$ cat config.mk
export PLATFORM = sky130hd
export DESIGN_NAME = cmwc_mac
export DESIGN_NICKNAME = d
export VERILOG_FILES = /design/src/rtl/cmwc_pkg.sv /design/src/rtl/cmwc_mac.sv
export SDC_FILE = /design/constraint.sdc
export NUM_CORES = 1
export LEC_CHECK = 0
export ABC_AREA = 1
export BUFFER_PORTS_ARGS = -buffer_cell sky130_fd_sc_hd__buf_4
export CAP_MARGIN = 10
export CORE_ASPECT_RATIO = 1.1
export CORE_MARGIN = 2
export CORE_UTILIZATION = 41
export DETAILED_ROUTE_END_ITERATION = 12
export PLACE_DENSITY = 0.67
export SLEW_MARGIN = 20
export SYNTH_ARGS = -nofsm -noshare
export SYNTH_HDL_FRONTEND = slang
export SYNTH_SLANG_ARGS = --single-unit
$ cat constraint.sdc
create_clock -name clk -period 6.82 [get_ports clk]
set_clock_uncertainty 0.1 [all_clocks]
set_input_delay 1.023 -clock clk [delete_from_list [all_inputs] [get_ports clk]]
set_output_delay 1.023 -clock clk [all_outputs]
set_load 0.02 [all_outputs]
$ cat src/rtl/cmwc_pkg.sv
`default_nettype none
// ----------------------------------------------------------------------------
// cmwc_pkg
// Shared constants, types and codes of the CMWC4096 random word generator.
// ----------------------------------------------------------------------------
package cmwc_pkg;

	localparam int TABLE_DEPTH = 4096;
	localparam int IDX_W       = $clog2(TABLE_DEPTH);
	localparam int WORD_W      = 32;
	localparam int MULT_W      = 15;
	localparam int CARRY_W     = 19;
	localparam int PROD_W      = WORD_W + MULT_W;

	localparam logic [IDX_W-1:0]   IDX_LAST    = IDX_W'(TABLE_DEPTH - 1);
	localparam logic [WORD_W-1:0]  PHI         = 32'h9e37_79b9;
	localparam logic [WORD_W-1:0]  PHI_X2      = 32'h3c6e_f372;
	localparam logic [WORD_W-1:0]  COMPL_BASE  = 32'hffff_fffe;
	localparam logic [MULT_W-1:0]  MULTIPLIER  = 15'd18782;
	localparam logic [CARRY_W-1:0] CARRY_RESET = 19'd362436;
	localparam logic [CARRY_W-1:0] CARRY_MAX   = 19'd18783;

	typedef enum logic {
		OP_RESEED = 1'b0,
		OP_DRAW   = 1'b1
	} opcode_t;

	typedef enum logic [1:0] {
		ST_IDLE,
		ST_FILL,
		ST_MUL,
		ST_WB
	} state_t;

	typedef struct packed {
		logic              en;
		logic [IDX_W-1:0]  addr;
		logic [WORD_W-1:0] data;
	} wr_req_t;

	typedef struct packed {
		logic busy;
		logic last;
	} fill_stat_t;

endpackage
`default_nettype wire

$ cat src/rtl/cmwc_mac.sv
`default_nettype none
// ----------------------------------------------------------------------------
// cmwc_mac
// Draw arithmetic: registered 18782 * entry + carry, then end-around
// correction and complement.
// ----------------------------------------------------------------------------
module cmwc_mac (
	input  wire logic                         clk,
	input  wire logic                         en,
	input  wire logic [cmwc_pkg::WORD_W-1:0]  entry,
	input  wire logic [cmwc_pkg::CARRY_W-1:0] carry,
	output logic      [cmwc_pkg::WORD_W-1:0]  word,
	output logic      [cmwc_pkg::CARRY_W-1:0] carry_nxt
);

	logic [cmwc_pkg::PROD_W-1:0]             prod_s1;
	logic [cmwc_pkg::MULT_W-1:0]             hi;
	logic [cmwc_pkg::WORD_W:0]               sum;
	logic                                    wrap;
	logic [cmwc_pkg::WORD_W-1:0]             corr;

	always_ff @(posedge clk) begin
		if (en) begin
			prod_s1 <= cmwc_pkg::PROD_W'(entry) * cmwc_pkg::PROD_W'(cmwc_pkg::MULTIPLIER)
				+ cmwc_pkg::PROD_W'(carry);
		end
	end

	always_comb begin
		hi        = prod_s1[cmwc_pkg::PROD_W-1:cmwc_pkg::WORD_W];
		sum       = (cmwc_pkg::WORD_W+1)'(prod_s1[cmwc_pkg::WORD_W-1:0])
			+ (cmwc_pkg::WORD_W+1)'(hi);
		wrap      = sum[cmwc_pkg::WORD_W];
		corr      = sum[cmwc_pkg::WORD_W-1:0] + cmwc_pkg::WORD_W'(wrap);
		word      = cmwc_pkg::COMPL_BASE - corr;
		carry_nxt = cmwc_pkg::CARRY_W'(hi) + cmwc_pkg::CARRY_W'(wrap);
	end

endmodule
`default_nettype wire

==> qor.txt <==
post-synthesis sequential area ratio -> 8.74%
Synth Flop Type -> edfxtp_1
clock-pin slew on the worst setup and hold paths -> 0.07 ns
WP buf/inv -> 10
Final Hold Viols -> 0
row count -> 76
all-layer global routing usage -> 22.9%
Storage cell area -> 0.00141 mm^2
Overflow after GRT -> 0
Place WS -> -0.471 ns
antenna violations before repair -> 0
post-synth top area share -> 21.1%
# diodes -> 0
synthesized cell area -> 0.0161 mm^2
Setup WS post-layout -> 0.191 ns
H-tree Lvls -> 2
core footprint -> 0.0390 mm^2
Post-DRT Antenna Nets -> 0
worst hold margin -> 0.800 ns
Yosys cell types -> 44
RSZ-0062 raised after global routing -> yes
routability congestion estimate -> 0.947
post-route clock period utilization -> 97.2%
Multi-input gate area -> 0.0132 mm^2
CTS tree -> done
hold path startpoint -> carry[0]
port buffer count -> 100
startpoint types -> primary input
Layout Nets -> 3084
area leader, netlist -> fa_1
Post-synth EDFFs -> 47
outcome -> finished clean
biggest regs -> prod_s1 x47
detailed-router iteration count before antenna repair -> 5
relative slew slack -> 56.8%
total number of vias -> 15121
die width -> 193 um
Critical-path top delay cell -> fa_1
die height -> 212 um
CTS Hold Bufs -> 0
Hold Path Class -> in2reg
DRC -> 0
number of global-route vias before repair -> 15644
CP required -> 6.76 ns
1st-iter DRT viols -> 655
most flop-heavy register -> prod_s1
Crit. End Element -> register
CTS Sinks -> 47
crit path from -> entry[9]
CP top delay family -> adder cells
most frequent cells in the layout -> nand2_1 (592), inv_1 (518), buf_4 (299), ha_1 (233), nor2_1 (185)
Fmax -> 151 MHz
Die Area -> 0.0410 mm^2
# setup viols final -> 0
max-slew violation total from the final report -> 0
Layout fillers -> 3875
Total Wirelength -> 46400 um
# Max-Cap Violations -> 0
area grow syn2layout -> 22.7%
Crit Path Class -> in2reg
Via density -> 4.85
largest net degree at the start of global routing -> 48
YS warnings -> 0
Max Fanout on Critical Path -> 4
dpl hpwl -> 41900 um
layout cell share with drive strength beyond 1 -> 18.4%
clk buf depth -> 2
cell count after synthesis -> 2302
I/O pins -> 104
largest stage delay on the critical path -> 0.51 ns
synth top area cells -> fa_1 (21%), ha_1 (19%), nand2_1 (14%), inv_1 (12%), edfxtp_1 (8.7%)
global-route wire length before repair -> 74800 um
Initial Util -> 41.4%
CTS buffer count -> 5
routed len/inst -> 14.9 um
Data arrival, critical path -> 6.57 ns
commonest non-fill, non-tap cell in the layout -> nand2_1
FFs w/ async S/R, synth -> 0%
actual slew at the worst max-slew pin -> 0.643 ns
post-layout min period -> 6.63 ns
flops & latches, synth -> 47
cell mode on critical path -> inv_2
Clk Tree Root Cell -> clkbuf_16
max reg flops -> 47
Post-Syn Area per Cell -> 7.01 um^2
-- cell usage after synthesis, types with 4 or more instances --
cell,count
o21bai_1,7
a21oi_1,68
nor3_1,17
fa_1,170
nor2_1,198
clkinv_1,4
nand2_2,22
inv_1,533
nand3b_1,9
nor3_2,4
nand3_2,6
nand3_1,125
edfxtp_1,47
xnor2_1,23
o21a_1,5
nor2_2,24
xor2_1,71
nand4_1,32
ha_1,251
nand2_1,618
o21ai_0,20
inv_2,5
nor2_4,7
-- cells by family (layout without fill, tap and decap cells) --
kind of cell    count (synthesis)  in the layout  synth area share, %
flops                          47             47                 8.74
buf+inv                       546            853                 12.8
simple gates                 1076           1076                 28.7
fa+ha+maj                     421            421                 40.5
other cells                     1              3               0.0232
compound gates                115            115                 3.95
xor+xnor                       96             96                 5.30
-- cell type report --
class | instances | area share [%]
clock buffer | 6 | 0.651
sequential | 47 | 7.12
timing repair buffer | 303 | 11.6
tap | 507 | 3.20
inverter | 542 | 10.3
multi-input combinational | 1711 | 66.9
clock inverter | 2 | 0.303
-- path summary, 6_finish.rpt --
kind | slack (ns) | depth (start not counted) | to
worst max-delay path | 0.19 | 33 | prod_s1[30]
worst min-delay path | 0.80 | 1 | prod_s1[0]
-- what timing repair did --
item	CTS	global route
endpoints found under the setup margin	14	27
hold endpoints to repair	0	0
buffers inserted	0	6
cloned	0	0
gates resized for setup	10	119
pin swaps	5	67
-- layer usage --
layer | up-vias | wire length (um) | global-route usage [%]
met5 | - | 0 | 0
met4 | 0 | 1970 | 8.39
met3 | 109 | 1390 | 1.47
met2 | 291 | 24300 | 44.7
met1 | 7049 | 18700 | 25.8
li1 | 7672 | - | -
-- stage by stage --
step                      TNS (ns)  util (%)  instance area (um^2)  std cells
after floorplan                  0         -                 16200       2304
after global placement       -5.85      48.7                 19000       3104
after detailed placement     -8.85      48.7                 19000       3104
after CTS                  -0.0138      49.3                 19200       3112
after global routing        -0.848      50.8                 19800       3118
final                            0      50.8                 19800       3118
Power is not shown: default switching activity piles up to over one toggle a cycle in this logic, so the estimate is an artifact.
