--- config.mk ---
export PLATFORM = sky130hd
export DESIGN_NAME = cmwc_fill
export DESIGN_NICKNAME = d
export VERILOG_FILES = /design/src/rtl/cmwc_pkg.sv /design/src/rtl/cmwc_fill.sv
export SDC_FILE = /design/constraint.sdc
export NUM_CORES = 1
export LEC_CHECK = 0
export ABC_AREA = 1
export BUFFER_PORTS_ARGS = -buffer_cell sky130_fd_sc_hd__clkbuf_2
export CORE_ASPECT_RATIO = 0.9
export CORE_MARGIN = 2
export CORE_UTILIZATION = 48
export DETAILED_ROUTE_END_ITERATION = 7
export PLACE_DENSITY = 0.67
export SYNTH_ARGS = -nofsm -noshare
export SYNTH_HDL_FRONTEND = slang
export SYNTH_SLANG_ARGS = --single-unit
export TNS_END_PERCENT = 50
--- constraint.sdc ---
create_clock -name clk -period 3.4 [get_ports clk]
set_input_delay 0.17 -clock clk [delete_from_list [all_inputs] [get_ports clk]]
set_output_delay 0.17 -clock clk [all_outputs]
set_load 0.005 [all_outputs]
--- src/rtl/cmwc_pkg.sv ---
`default_nettype none
// ----------------------------------------------------------------------------
// cmwc_pkg
// Shared constants, types and codes of the CMWC4096 random word generator.
// ----------------------------------------------------------------------------
package cmwc_pkg;

	localparam int TABLE_DEPTH = 4096;
	localparam int IDX_W       = $clog2(TABLE_DEPTH);
	localparam int WORD_W      = 32;
	localparam int MULT_W      = 15;
	localparam int CARRY_W     = 19;
	localparam int PROD_W      = WORD_W + MULT_W;

	localparam logic [IDX_W-1:0]   IDX_LAST    = IDX_W'(TABLE_DEPTH - 1);
	localparam logic [WORD_W-1:0]  PHI         = 32'h9e37_79b9;
	localparam logic [WORD_W-1:0]  PHI_X2      = 32'h3c6e_f372;
	localparam logic [WORD_W-1:0]  COMPL_BASE  = 32'hffff_fffe;
	localparam logic [MULT_W-1:0]  MULTIPLIER  = 15'd18782;
	localparam logic [CARRY_W-1:0] CARRY_RESET = 19'd362436;
	localparam logic [CARRY_W-1:0] CARRY_MAX   = 19'd18783;

	typedef enum logic {
		OP_RESEED = 1'b0,
		OP_DRAW   = 1'b1
	} opcode_t;

	typedef enum logic [1:0] {
		ST_IDLE,
		ST_FILL,
		ST_MUL,
		ST_WB
	} state_t;

	typedef struct packed {
		logic              en;
		logic [IDX_W-1:0]  addr;
		logic [WORD_W-1:0] data;
	} wr_req_t;

	typedef struct packed {
		logic busy;
		logic last;
	} fill_stat_t;

endpackage
`default_nettype wire

--- src/rtl/cmwc_fill.sv ---
`default_nettype none
// ----------------------------------------------------------------------------
// cmwc_fill
// Reseed sequencer: streams one lag table entry per cycle from a seed,
// keeping the last three entries in a sliding window.
// ----------------------------------------------------------------------------
module cmwc_fill (
	input  wire logic                      clk,
	input  wire logic                      arst_n,
	input  wire logic                      start,
	input  wire logic [cmwc_pkg::WORD_W-1:0] seed,
	output cmwc_pkg::wr_req_t              wr,
	output cmwc_pkg::fill_stat_t           stat
);

	logic                           active_q;
	logic [cmwc_pkg::IDX_W-1:0]     k_q;
	logic [cmwc_pkg::WORD_W-1:0]    p0_q;
	logic [cmwc_pkg::WORD_W-1:0]    p1_q;
	logic [cmwc_pkg::WORD_W-1:0]    p2_q;
	logic [cmwc_pkg::WORD_W-1:0]    k3;
	logic                           last;

	assign k3   = cmwc_pkg::WORD_W'(k_q) + 32'd3;
	assign last = active_q && (k_q == cmwc_pkg::IDX_LAST);

	always_ff @(posedge clk or negedge arst_n) begin
		if (!arst_n) begin
			active_q <= 1'b0;
		end else if (start) begin
			active_q <= 1'b1;
		end else if (last) begin
			active_q <= 1'b0;
		end
	end

	// advance the window: entry k+3 = e(k) ^ e(k+1) ^ PHI ^ (k+3)
	always_ff @(posedge clk) begin
		if (start) begin
			k_q  <= '0;
			p0_q <= seed;
			p1_q <= seed + cmwc_pkg::PHI;
			p2_q <= seed + cmwc_pkg::PHI_X2;
		end else if (active_q) begin
			k_q  <= k_q + 1'b1;
			p0_q <= p1_q;
			p1_q <= p2_q;
			p2_q <= p0_q ^ p1_q ^ cmwc_pkg::PHI ^ k3;
		end
	end

	always_comb begin
		wr.en     = active_q;
		wr.addr   = k_q;
		wr.data   = p0_q;
		stat.busy = active_q;
		stat.last = last;
	end

endmodule
`default_nettype wire

==> results.toml <==
[global_routing]
globalRouteMet3Util_pct = 4.461
grt_max_degree = 91
grt_antenna_before_repair = 0
grt_use_met2_pct = 37.47
grt_usage_pct = 25.95
grt_pass1_wl_microns = 32920
use_met1_pct = 41.20
busiest_layer = "met1"
grt_pass1_vias = 6125
grt.overflow.total = 0

[pwr]
clkPwrFrac_pct = 32.0
leakagePower_nw = 3.828
comb_power_share_pct = 18.9
p_per_area_nw_per_um2 = 423.4
p_total_w = 0.003511
irDropWorstVdd_mv = 0.3181
p_int_w = 0.002478
switching_share_pct = 29.42
seqPwrFrac_pct = 49.1
p_switching_w = 0.001033

[route]
final_antenna_net_count = 0
post-route-drc-count = 0
firstDrtPassIters = 5
wirelength_microns = 20890
vias = 7055
via_per_inst = 5.456
drtIter0Drc = 858
wl_per_cell_microns = 16.16

[worst_setup_path]
r2r_cells = 7
cp_max_fo = 6
r2r-start = "k_q[5]$_SDFFE_PP0P_"
reg2reg_to = "p2_q[8]$_DFFE_PP_"
crit_start = "k_q[5]$_SDFFE_PP0P_"
setup.worst_path.start_class = "register"
critPathArrivalTime_ns = 1.93
worstSetupEndpointType = "register"
worstPathRequired_ns = 3.50
crit_type = "reg -> reg"
r2r_slack_ns = 1.57

[layout]
seq_area_sq_um = 3148
final_nets = 1126
antenna_cells = 0
multi_input_area_sq_um = 3699
n_fill_cell = 1556
drive_gt1_share_pct = 13.29
syn2layout_area_growth_pct = 11.00

[synth]
synth_edf_count = 96
ys.flop_type = "edfxtp_1"
synth_top_area_share_pct = 38.59
asyncSetResetFlopFracSynth_pct = 0.9174
synth.most_common_cell = "nand2_1"
synth_cells = 1026
yosysTopAreaCell = "edfxtp_1"
synthesis.area_sq_um = 7470
synthDistinctLibCells = 43
avgSynthCellArea_sq_um = 7.280
netlist_top_cells_count = "329 x nand2_1, 101 x inv_1, 96 x edfxtp_1"
ys_seq_area_share_pct = 42.14
yosys_warnings = 0
synth-seq-cells = 109
synth_area_leaders = "edfxtp_1 39%, nand2_1 17%, o21ai_0 5.5%"
syn_nets = 1066

[clock_network]
root_buffer = "clkbuf_16"
cts.sinks = 109
cts_tree = "done"
cts_buffer_depth = 2
numCtsBuffers = 9
htree_levels = 3
cts_resized = 0
clk_pin_slew_ns = 0.08
clk_latency_ns = 0.37

[status]
status = "complete, no violations"

[flow_run]
maxCapViolCount = 0

[timing]
slew_headroom_pct = 38.35
tightest_slew_ns = 0.9247
post-route-min-period_ns = 1.832
finalCritPeriodShare_pct = 53.88
setup_viol = 0
rsz0062_at_grt = "false"
tns_ns = 0
skew_ns = 0.008730
drv_slew = 0
fmax_mhz = 545.8
hold_viol = 0

[floorplanning]
die_y_microns = 122.3
io_pins = 82
rows = 43
core_area_sq_um = 15330
start_util_pct = 48.71
die_x_microns = 135.5
dieArea_sq_um = 16580

[place]
dpl.hpwl_microns = 15640
gp_congestion = 0.9386
port_buffers = 81

[worst_hold_path]
hold_path.class = "in -> async"
worst max path at each step:
stage / endpoint / cells after the start
6_report: p2_q[8]$_DFFE_PP_ / 7
5_1_grt: stat[0] / 6
4_1_cts: p2_q[10]$_DFFE_PP_ / 6
3_5_place_dp: p1_q[31]$_DFFE_PP_ / 4
3_3_place_gp: p0_q[24]$_DFFE_PP_ / 4
2_1_floorplan: p0_q[0]$_DFFE_PP_ / 6
power groups by stage:
stage	sequential, W	clock (W)	combinational (W)
detailed placement	0.00176	0	0.000653
global route	0.00174	0.00120	0.000751
CTS	0.00173	0.00115	0.000660
global placement	0.00175	0	0.000645
finish	0.00173	0.00112	0.000663
floorplan	0.00174	0	0.000453
layer usage:
| layer | up-vias | routed length (microns) |
|---|---|---|
| met1 | 3285 | 10370 |
| met4 | 0 | 146 |
| met3 | 11 | 1659 |
| met2 | 254 | 8717 |
| met5 | - | 0 |
| li1 | 3505 | - |
area by class of cell:
class                      count  area share [%]
inverter                     112           5.100
sequential                   109           37.97
clock inverter                 6          0.9054
multi-input combinational    767           44.61
clock buffer                  10           2.761
timing repair buffer          87           5.613
tap                          202           3.048
metrics by stage:
stage	setup WS, ns	util, %	hold slack (ns)	instance area [sq um]	cells
4_1_cts	1.543	54.08	0.09039	8292	1293
6_report	1.568	54.08	0.1105	8292	1293
2_1_floorplan	0.9533	-	-0.1256	7472	1026
3_5_place_dp	1.308	52.03	-0.05384	7978	1276
3_3_place_gp	1.337	52.03	-0.05473	7978	1276
5_1_grt	1.355	54.08	0.1107	8292	1293
repair_timing:
item                                    CTS  global route
endpoints found under the setup margin    0             0
hold buffers                              1             0
setup buffers                             0             0
endpoints found under the hold margin     1             0
layout by cell type (no fill, tap or decap), types with 5 or more instances in the layout:
| cell type | instances |
|---|---|
| a21oi_1 | 44 |
| clkbuf_16 | 9 |
| clkbuf_2 | 80 |
| dfxtp_1 | 12 |
| edfxtp_1 | 96 |
| ha_1 | 5 |
| inv_1 | 101 |
| inv_2 | 9 |
| nand2_1 | 328 |
| nand2_2 | 7 |
| nand3_1 | 81 |
| nand4_1 | 12 |
| nor2_1 | 86 |
| nor2_2 | 5 |
| nor3_1 | 18 |
| o21ai_0 | 82 |
| o21ai_1 | 9 |
| or2_2 | 5 |
| xnor2_1 | 12 |
| xor2_1 | 25 |
worst max-delay path, stage by stage (launching register included):
cell	delay [ns]
dfxtp_1	0.48
nand2_1	0.14
inv_1	0.11
nand3_1	0.18
nor3_1	0.41
nand2_1	0.11
nand2_1	0.07
o22ai_1	0.09
cell families (layout without fill, tap and decap cells):
family | count (synthesis) | in the layout | share of synthesized area, %
flops | 109 | 109 | 42.14
simple gates | 562 | 562 | 32.26
buf+inv | 150 | 215 | 8.442
mux | 4 | 4 | 0.5360
fa+ha+maj | 5 | 5 | 0.8375
xor+xnor | 37 | 37 | 4.338
compound gates | 159 | 159 | 11.44
flip-flops by register name, indices dropped and copies added (netlist names):
| name | count |
|---|---|
| active_q | 1 |
| p0_q | 32 |
| p2_q | 32 |
| k_q | 12 |
| p1_q | 32 |
No activity file was read; power rests on OpenSTA's default activity.
